`src/hdl/spbs_pkg.sv`:
```
// types, constants and register reset values shared by the button press sequencer
// no dependencies
package spbs_pkg;

  localparam int unsigned SpeedW = 8;
  localparam int unsigned GapW   = 3;
  localparam int unsigned TickW  = 8;

  localparam logic [TickW-1:0] ShortPressRst = 8'd5;
  localparam logic [TickW-1:0] HoldCheckRst  = 8'd2;
  localparam logic [TickW-1:0] ReleaseRst    = 8'd5;
  localparam logic [TickW-1:0] LongThreshRst = 8'd3;

  typedef enum logic [2:0] {
    MODE_OFF     = 3'd0,
    MODE_IDLE    = 3'd1,
    MODE_SHORT   = 3'd2,
    MODE_RELEASE = 3'd3,
    MODE_LONG    = 3'd4,
    MODE_CHECK   = 3'd5
  } mode_e;

  typedef enum logic [1:0] {
    BTN_RELEASE  = 2'd0,
    BTN_UP       = 2'd1,
    BTN_DOWN     = 2'd2,
    BTN_DISTANCE = 2'd3
  } btn_e;

  typedef enum logic [1:0] {
    CFG_SHORT_PRESS = 2'd0,
    CFG_HOLD_CHECK  = 2'd1,
    CFG_RELEASE     = 2'd2,
    CFG_LONG_THRESH = 2'd3
  } cfg_reg_e;

  typedef struct packed {
    logic [SpeedW-1:0] desired_speed;
    logic [GapW-1:0]   target_gap;
    logic [SpeedW-1:0] current_set_speed;
    logic [GapW-1:0]   current_set_gap;
    logic              control_permitted;
  } tick_t;

  typedef struct packed {
    logic [TickW-1:0] short_press_ticks;
    logic [TickW-1:0] hold_check_ticks;
    logic [TickW-1:0] release_ticks;
    logic [TickW-1:0] long_press_threshold;
  } cfg_t;

  typedef struct packed {
    logic  valid;
    btn_e  code;
    mode_e mode;
  } res_t;

endpackage

```
`src/hdl/spbs_fsm.sv`:
```
// mode state machine and tick counters of the button press sequencer
// depends on spbs_pkg
module spbs_fsm (
  input  logic           clk_i,
  input  logic           rst_ni,
  input  logic           advance_i,
  input  spbs_pkg::tick_t tick_i,
  input  spbs_pkg::cfg_t  cfg_i,
  output spbs_pkg::res_t  res_o
);
  import spbs_pkg::*;

  mode_e            mode_q, mode_d;
  logic [TickW-1:0] press_q, press_d;
  logic [TickW-1:0] hold_q, hold_d;
  logic [TickW-1:0] rel_q, rel_d;

  logic [SpeedW-1:0] err;
  logic              gap_bad;
  logic              err_small;
  logic              err_big;
  logic              legal;
  btn_e              spd_btn;
  logic              valid;
  btn_e              code;

  always_comb begin
    err       = (tick_i.desired_speed > tick_i.current_set_speed) ?
                (tick_i.desired_speed - tick_i.current_set_speed) :
                (tick_i.current_set_speed - tick_i.desired_speed);
    gap_bad   = tick_i.target_gap != tick_i.current_set_gap;
    err_small = (err < cfg_i.long_press_threshold) && (err != '0);
    err_big   = err >= cfg_i.long_press_threshold;
    spd_btn   = (tick_i.current_set_speed > tick_i.desired_speed) ? BTN_DOWN : BTN_UP;
    legal     = (mode_q == MODE_IDLE) || (mode_q == MODE_SHORT) ||
                (mode_q == MODE_RELEASE) || (mode_q == MODE_LONG) ||
                (mode_q == MODE_CHECK);
  end

  always_comb begin
    mode_d  = mode_q;
    press_d = press_q;
    hold_d  = hold_q;
    rel_d   = rel_q;
    valid   = 1'b0;
    code    = BTN_RELEASE;
    if (legal && !tick_i.control_permitted) begin
      mode_d = MODE_OFF;
      valid  = 1'b1;
    end else begin
      case (mode_q)
        MODE_IDLE: begin
          if (gap_bad || err_small) begin
            mode_d  = MODE_SHORT;
            press_d = '0;
            valid   = 1'b1;
            code    = gap_bad ? BTN_DISTANCE : spd_btn;
          end else if (err_big) begin
            mode_d = MODE_LONG;
            hold_d = '0;
            valid  = 1'b1;
            code   = spd_btn;
          end
        end
        MODE_SHORT: begin
          press_d = (press_q == '1) ? press_q : press_q + 1'b1;
          if (press_q > cfg_i.short_press_ticks) begin
            mode_d = MODE_RELEASE;
            rel_d  = '0;
            valid  = 1'b1;
          end
        end
        MODE_RELEASE: begin
          rel_d = (rel_q == '1) ? rel_q : rel_q + 1'b1;
          if (rel_q > cfg_i.release_ticks) begin
            mode_d = MODE_IDLE;
          end
        end
        MODE_LONG: begin
          hold_d = (hold_q == '1) ? hold_q : hold_q + 1'b1;
          if (hold_q > cfg_i.hold_check_ticks) begin
            mode_d = MODE_CHECK;
          end
        end
        MODE_CHECK: begin
          valid = 1'b1;
          if (gap_bad || !err_big) begin
            mode_d = MODE_RELEASE;
            rel_d  = '0;
          end else begin
            mode_d = MODE_LONG;
            hold_d = '0;
            code   = spd_btn;
          end
        end
        default: begin
          mode_d = tick_i.control_permitted ? MODE_IDLE : MODE_OFF;
        end
      endcase
    end
  end

  always_ff @(posedge clk_i or negedge rst_ni) begin
    if (!rst_ni) begin
      mode_q  <= MODE_OFF;
      press_q <= '0;
      hold_q  <= '0;
      rel_q   <= '0;
    end else if (advance_i) begin
      mode_q  <= mode_d;
      press_q <= press_d;
      hold_q  <= hold_d;
      rel_q   <= rel_d;
    end
  end

  assign res_o = '{valid: valid, code: code, mode: mode_q};

endmodule

```
`src/hdl/setpoint_to_button_press_sequencer.sv`:
```
// top level of the set-point to cruise button press sequencer
// depends on spbs_pkg and spbs_fsm
//
// usage:
//   input channel: one control tick per transaction (target speed and gap,
//   reported set speed and gap, control permission), in_valid_i / in_stall_o
//   output channel: at most one button code per tick, out_valid_o / out_stall_i
//   config channel: cfg_valid_i / cfg_ready_o with a register index and
//   8-bit data; ready is always high, write only while the block is idle
//   path: an accepted tick waits in the input register, is evaluated against
//   the mode state, and its button code, if any, goes to the result register
//   throughput: one tick per cycle while the output is not stalled; the input
//   register and the result register each hold one tick, and the mode update
//   is a single pass of compares and counter increments
//   stall: while the result register is full and stalled, the tick in the
//   input register waits and in_stall_o rises; no tick is dropped
//   reset: mode off, counters zero, registers at their reset values,
//   both channels empty
module setpoint_to_button_press_sequencer (
  input  logic                       clk_i,
  input  logic                       rst_ni,
  input  logic                       in_valid_i,
  output logic                       in_stall_o,
  input  logic [spbs_pkg::SpeedW-1:0] desired_speed_i,
  input  logic [spbs_pkg::GapW-1:0]   target_gap_i,
  input  logic [spbs_pkg::SpeedW-1:0] current_set_speed_i,
  input  logic [spbs_pkg::GapW-1:0]   current_set_gap_i,
  input  logic                       control_permitted_i,
  output logic                       out_valid_o,
  input  logic                       out_stall_i,
  output logic [1:0]                 button_code_o,
  input  logic                       cfg_valid_i,
  output logic                       cfg_ready_o,
  input  logic [1:0]                 cfg_index_i,
  input  logic [spbs_pkg::TickW-1:0]  cfg_data_i
);
  import spbs_pkg::*;

  logic  in_valid_q;
  tick_t tick_q;
  cfg_t  cfg_q;
  logic  out_valid_q, out_valid_d;
  btn_e  btn_q;
  logic  fire;
  logic  in_take;
  res_t  res;

  assign fire       = in_valid_q && (!out_valid_q || !out_stall_i);
  assign in_stall_o = in_valid_q && !fire;
  assign in_take    = in_valid_i && !in_stall_o;
  assign cfg_ready_o = 1'b1;

  always_ff @(posedge clk_i or negedge rst_ni) begin
    if (!rst_ni) begin
      in_valid_q <= 1'b0;
    end else if (in_take) begin
      in_valid_q <= 1'b1;
    end else if (fire) begin
      in_valid_q <= 1'b0;
    end
  end

  always_ff @(posedge clk_i) begin
    if (in_take) begin
      tick_q <= '{desired_speed: desired_speed_i, target_gap: target_gap_i,
                  current_set_speed: current_set_speed_i,
                  current_set_gap: current_set_gap_i,
                  control_permitted: control_permitted_i};
    end
  end

  always_ff @(posedge clk_i or negedge rst_ni) begin
    if (!rst_ni) begin
      cfg_q <= '{short_press_ticks: ShortPressRst, hold_check_ticks: HoldCheckRst,
                 release_ticks: ReleaseRst, long_press_threshold: LongThreshRst};
    end else if (cfg_valid_i && cfg_ready_o) begin
      case (cfg_reg_e'(cfg_index_i))
        CFG_SHORT_PRESS: cfg_q.short_press_ticks    <= cfg_data_i;
        CFG_HOLD_CHECK:  cfg_q.hold_check_ticks     <= cfg_data_i;
        CFG_RELEASE:     cfg_q.release_ticks        <= cfg_data_i;
        CFG_LONG_THRESH: cfg_q.long_press_threshold <= cfg_data_i;
        default: ;
      endcase
    end
  end

  spbs_fsm u_fsm (
    .clk_i     (clk_i),
    .rst_ni    (rst_ni),
    .advance_i (fire),
    .tick_i    (tick_q),
    .cfg_i     (cfg_q),
    .res_o     (res)
  );

  always_comb begin
    out_valid_d = out_valid_q;
    if (fire) begin
      out_valid_d = res.valid;
    end else if (out_valid_q && !out_stall_i) begin
      out_valid_d = 1'b0;
    end
  end

  always_ff @(posedge clk_i or negedge rst_ni) begin
    if (!rst_ni) begin
      out_valid_q <= 1'b0;
    end else begin
      out_valid_q <= out_valid_d;
    end
  end

  always_ff @(posedge clk_i) begin
    if (fire && res.valid) begin
      btn_q <= res.code;
    end
  end

  assign out_valid_o   = out_valid_q;
  assign button_code_o = btn_q;

  a_stall_needs_item: assert property (@(posedge clk_i) disable iff (!rst_ni)
    in_stall_o |-> in_valid_q)
    else $error("input stalled with empty input register");

  a_permit_loss: assert property (@(posedge clk_i) disable iff (!rst_ni)
    fire && !tick_q.control_permitted && res.mode != MODE_OFF
      && res.mode <= MODE_CHECK
    |=> out_valid_o && button_code_o == BTN_RELEASE)
    else $error("permission loss did not send release");

  a_drain: assert property (@(posedge clk_i) disable iff (!rst_ni)
    out_valid_o && !out_stall_i && !fire |=> !out_valid_o)
    else $error("result repeated after it was taken");

  a_off_silent: assert property (@(posedge clk_i) disable iff (!rst_ni)
    fire && res.mode == MODE_OFF |-> !res.valid)
    else $error("button sent from off mode");

endmodule
```
`config.mk`:
```
export PLATFORM = sky130hd
export DESIGN_NAME = setpoint_to_button_press_sequencer
export DESIGN_NICKNAME = d
export VERILOG_FILES = /design/src/hdl/spbs_pkg.sv /design/src/hdl/spbs_fsm.sv /design/src/hdl/setpoint_to_button_press_sequencer.sv
export SDC_FILE = /design/constraint.sdc
export NUM_CORES = 1
export LEC_CHECK = 0
export BUFFER_PORTS_ARGS = -buffer_cell sky130_fd_sc_hd__buf_2
export CORE_ASPECT_RATIO = 1.1
export CORE_MARGIN = 2
export CORE_UTILIZATION = 35
export DETAILED_ROUTE_END_ITERATION = 10
export PLACE_DENSITY = 0.54
export RECOVER_POWER = 50
export SLEW_MARGIN = 40
export SYNTH_ARGS = -nofsm -noshare
export SYNTH_HDL_FRONTEND = slang
export SYNTH_HIERARCHICAL = 1
export SYNTH_SLANG_ARGS = --single-unit
export TNS_END_PERCENT = 30
```
`constraint.sdc`:
```
create_clock -name clk_i -period 3.9 [get_ports clk_i]
set_clock_uncertainty 0.1 [all_clocks]
set_input_delay 0.78 -clock clk_i [delete_from_list [all_inputs] [get_ports clk_i]]
set_output_delay 0.78 -clock clk_i [all_outputs]
set_load 0.05 [all_outputs]
```
== Word level (Yosys, flattened, before mapping) ==
Index checks and enable logic that the tools add are counted.
Storage, ports and cells
  RAM bits: 0
  memories kept: 0
  ROM bits: 0
  bits in latches: 0
  register bits after elaboration: 86
  logic and storage cells: 126
Cells by class
  muxes and demuxes: 37
  reduce and logical (&&, ||, !) cells: 35
  divide/modulo/power cells: 0
  bitwise logic cells: 1
  equal/unequal tests: 25
  shift-type cells: 0
  magnitude comparators: 7
  multipliers: 0
  add/sub/neg operators: 5
Operators with widths (number)
  $mux 8: 10
  $pmux 8 s3: 2
  $gt 8x8->1: 5
  $add 8x1->8 const B: 3
  $eq 8x8->1 const B: 3
  $mux 3: 7
  $ne 2x2->1 const B: 8
  $pmux 8 s2: 1
  $sub 8x8->8: 2
  $pmux 3 s5: 1
  $mux 2: 5
  $reduce_and 5->1: 2
  $mux 1: 9
  $ne 3x3->1 const B: 3
  $ge 8x8->1: 1
  $lt 8x8->1: 1
  $reduce_and 2->1: 4
  $reduce_bool 8->1: 1
  $logic_and 1x1->1: 7
  $logic_or 1x1->1: 7
  $reduce_and 7->1: 1
  $eq 3x2->1 const B: 2
  $eq 3x3->1 const B: 2
  $logic_not 1->1: 6
  other kinds (13): 17

== Longest topological paths before layout ==
  depth after elaboration: 9
  depth in mapped cells: 21

== Modules after synthesis ==
Netlist, hierarchy kept.
By module, submodules not included
  spbs_fsm: area an instance 3664.8 sq um, times used 1, cells an instance 465
  setpoint_to_button_press_sequencer: area an instance 2077.0 sq um, times used 1, cells an instance 106

== Worst setup path before layout ==
OpenSTA, ideal clock, no wires.
  path type: register to register
  from: reg tick_q[15] (netlist bit)
  to: reg btn_q[0] (netlist: button_code_o[0]) (enable)
  arrival time: 3.590 ns
  stages on the path, launching flop included: 21
  data required time: 3.483 ns
  period minus slack after synthesis: 4.006 ns
  slack: -0.106 ns
  setup time: 0.317 ns
  path through: edfxtp_1 -> inv_1 -> ha_1 -> inv_1 -> fa_1 -> nand3_1 -> a21oi_1 -> o21ai_2 -> mux2i_1 -> xnor2_1 -> inv_1 -> ha_1 -> a21o_1 -> a21oi_1 -> a21o_2 -> nand2_1 -> and2_1 -> a311oi_1 -> buf_4 -> nand2_1 -> a21oi_1
Between the ends
  cells in the longest elaborated chain, start to end: 9
  elaborated cells on any way between the ends: 14
  classes of those cells: add/sub (2); order compare (3); mux (5); reduce/logical (4)
RTL lines
  start, declared: RTL line setpoint_to_button_press_sequencer.sv:40  | tick_t tick_q;
  start signal, assigned: RTL line setpoint_to_button_press_sequencer.sv:65  | tick_q <= '{desired_speed: desired_speed_i, target_gap: target_gap_i,
  $sub 8x8->8 (tied with other cells): RTL line spbs_fsm.sv:30  | (tick_i.current_set_speed - tick_i.desired_speed);
  $mux 8 (*): RTL line spbs_fsm.sv:28  | err = (tick_i.desired_speed > tick_i.current_set_speed) ?
  $lt 8x8->1 or $reduce_bool 8->1 (tied branches): RTL line spbs_fsm.sv:32  | err_small = (err < cfg_i.long_press_threshold) && (err != '0);
  $logic_and 1x1->1: RTL line spbs_fsm.sv:32
  $logic_or 1x1->1: RTL line spbs_fsm.sv:53  | if (gap_bad || err_small) begin
  $mux 1 (*): RTL line spbs_fsm.sv:53
  $pmux 1 s3 (*): RTL line spbs_fsm.sv:51  | case (mode_q)
  $mux 1 (*): RTL line spbs_fsm.sv:47  | if (legal && !tick_i.control_permitted) begin
  via u_fsm.valid: RTL line spbs_fsm.sv:24  | logic valid;
  $logic_and 1x1->1 (*): RTL line setpoint_to_button_press_sequencer.sv:114  | if (fire && res.valid) begin
  end signal, assigned: RTL line setpoint_to_button_press_sequencer.sv:115  | btn_q <= res.code;
  end, declared: RTL line setpoint_to_button_press_sequencer.sv:43  | btn_e btn_q;
The timed path passes the listed nets; every way through them passes the cells marked *.
A chain may end at the register's enable or synchronous reset.

==> run summary <==
Result of the run: finished with violations
Failing checks: max-capacitance violations, max-slew violations, negative setup slack
Post-Route WL: 13.3 mm
Routed via count: 4554
Initial detailed-routing violation count: 241
DRC viols: 0
Post-route setup slack: -23.1 ps
Seq/Total Area, Yosys: 39.8%
Final hold violation count: 0
Worst path max stage delay: 440 ps
Final layout net count: 745
Pint: 0.00225 W
Post-synthesis cell count: 571
Post-Route Setup TNS: -46.0 ps
Number of top-level pins: 43
Largest net degree at the start of global routing: 43
Via/cell ratio: 5.28
Pre-antenna DRT Iters: 5
Synth top area share: 23.5%
# clock sinks: 86
Share of layout cells above drive strength 1: 29.0%
Most common cell in the netlist: inv_1
Fin crit share: 101%
Setup violations, final: 2
Post-synthesis xor/xnor area fraction: 1.07%
Top post-synthesis cells by count: inv_1, dfrtp_1, ha_1
Post-synth top flop: dfrtp_1
Final antenna-violating net count: 0
Power per cell area: 510 nW/um2
Least-Margin Pin Slew: 2250 ps
CP bufs+invs: 2
Clock Latency Late Sink: 350 ps
Crit path time final: 3920 ps
Gpl congestion: 0.838
CP delay by family, top: compound AO/OA/AOI/OAI gates
CTS tree: done
Yosys cell types: 81
Dpl ws: -154 ps
Sequential cell area: 2290 um2
Unrepaired setup endpoints after global routing: yes
Critical path startpoint: tick_q[4]
Post-synthesis area per instance: 10.1 um2
Critical-path cell list: ha_1, inv_1, fa_2, nand3_2, buf_4, and3_1, o31ai_1, o32ai_4, ha_2, a21o_1, a21o_1, a21oi_2, a21o_2, nand2_2, and2_4, a311oi_2, nand2_1, a21oi_2
Max Root-Sink Buffers: 2
Hpwl dp: 9.94 mm
Worst-path clk slew: 70 ps
Data arrival, critical path: 3880 ps
Synth warnings: 6
Routed len/inst: 15.5 um
Hold wc startpoint: cfg_q[5]
Compound-Gate Fraction of Synth Area: 16.8%
Initial antenna violation count: 0
Core area: 16200 um2
Synth async-reset ratio: 70.9%
Initial Util: 35.5%
Die area: 17400 um2
TritonCTS Buffers: 9
Synth top area cells: dfrtp_1, edfxtp_1, ha_1, mux2_2, inv_1
GRT Residual Overflow: 0
First-pass GRT wire length: 21.9 mm
CTS H-tree depth: 3
Clock root buffer master: clkbuf_16
Gr usage total: 15.4%
Max Slew Vio Count: 43
Post-synth EDFFs: 25
Number of global-route vias before repair: 4551
Post-synthesis mux area share: 7.34%
N_diodes: 0
Hold crit path type: flip-flop to flip-flop
Die Span X: 126 um
Nature of the critical path startpoint: flip-flop
Synth Area in Simple Gates: 17.3%
Worst r2r src: tick_q[4]
Synth Cell Area: 5740 um2
P_leak: 3.18 nW
Layout area overhead: 20.3%
Die Span Y: 138 um
Combinational family with the most area after synthesis: simple AND/OR/NAND/NOR gates
Rel. slew slack: -49.9%
Flop pwr share: 34.7%
Synthesized-area fraction occupied by adder cells: 12.0%
FP Rows: 49
Yosys top cell by area: dfrtp_1
CP max-delay cell: o31ai_1
WS Path Type: flip-flop to flip-flop
Maximum vdd drop: 0.229 mV
Setup crit end kind: flip-flop
Port Buf Inserts: 41
CP required: 3850 ps
Sw Share: 36.2%
Maximum fanout along the worst path: 3
Syn_nets: 663
Fmax: 255 MHz
Area of the multi-input gates: 3280 um2
Part of the power in the clock network: 27.1%
Post-synthesis register bit count: 86
Comb pwr share: 38.3%
Switching Power: 0.00128 W
Number of max-cap violations: 1
Fillers: 1576
[timing repair]
item,in CTS,in global routing
pin swaps,8,20
endpoints found under the hold margin,0,0
setup buffers,4,3
cloned,0,0
hold buffers,0,0
gates resized for setup,5,27
setup endpoints to repair,6,24
[metal layers]
layer	up-vias	global-route usage [%]	part of all wire, %
met3	13	2.75	3.4
li1	2250	-	-
met5	-	0	0
met4	0	4.68	1.5
met1	2206	20.3	47
met2	85	25.7	48
[cell usage in the layout, fill, tap and decap left out, types with 5 or more instances in the layout]
cell type / count
a21o_1: 15
a21oi_1: 25
a21oi_2: 6
a31oi_1: 8
and3_1: 14
buf_2: 39
buf_4: 40
clkbuf_16: 10
dfrtp_1: 54
dfstp_2: 7
edfxtp_1: 25
ha_1: 46
ha_2: 5
inv_1: 56
mux2_2: 33
nand2_1: 33
nand2b_1: 9
nand3_1: 21
nand4_1: 13
nor2_1: 18
nor2b_1: 6
nor3_1: 12
o21a_1: 8
o21ai_0: 26
o31ai_1: 7
xnor2_1: 7
[state kept, by name, summed over array words and instances (netlist names)]
name / flops
tick_q: 23
in_valid_q: 1
u_fsm/mode_q: 3
cfg_q: 32
button_code_o: 2
u_fsm/hold_q: 8
u_fsm/rel_q: 8
u_fsm/press_q: 8
out_valid_o: 1
[path summary, 6_finish.rpt]
| kind | end | slack (ps) | cells after the start |
|---|---|---|---|
| setup / recovery | button_code_o[0] | -20 | 18 |
| hold / removal | cfg_q[5] | 410 | 1 |
| setup reg to reg | button_code_o[0] | -20 | 18 |
| hold reg to reg | cfg_q[5] | 410 | 1 |
| max in group asynchronous | u_fsm/press_q[4] | 1280 | 2 |
| min in group asynchronous | cfg_q[18] | 990 | 1 |
[power groups by stage]
stage                     clock network (W)  registers [W]  logic [W]
after global routing                0.00101        0.00125    0.00150
after CTS                          0.000980        0.00122    0.00129
after detailed placement                  0        0.00124    0.00124
after global placement                    0        0.00123    0.00121
after floorplan                           0        0.00121   0.000891
final                              0.000954        0.00122    0.00135
[cell type report]
| cell class | count | area share [%] |
|---|---|---|
| Multi-Input combinational cell | 411 | 47.4 |
| Sequential cell | 86 | 33.1 |
| Timing Repair Buffer | 85 | 7.71 |
| Tap cell | 204 | 3.69 |
| Clock buffer | 10 | 3.62 |
| Inverter | 60 | 3.26 |
| Clock inverter | 6 | 1.18 |
[kinds of logic after synthesis]
group,after synthesis
adders and majority gates,54
DFF,86
other,1
buffers and inverters,74
AOI/OAI and AO/OA,139
xor gates and xnor gates,7
muxes,38
and+or+nand+nor,172
[through the flow]
stage          power, W  instances  hold slack [ps]  util (%)  cell area (um2)
2_1_floorplan   0.00210        571              374         -             5760
3_3_place_gp    0.00244        839              392      39.5             6400
3_5_place_dp    0.00248        839              395      39.5             6400
4_1_cts         0.00350        859              325      42.0             6790
5_1_grt         0.00375        862              426      42.7             6910
6_report        0.00353        862              411      42.7             6910
[worst reg2reg max path: cells and delay by family, from the launching register on]
family | cells | cell delay [ps]
simple gates | 5 | 580
buf+inv | 2 | 220
compound gates | 8 | 1700
flops | 1 | 390
fa+ha+maj | 3 | 640
(Power assumes the default switching activity.)
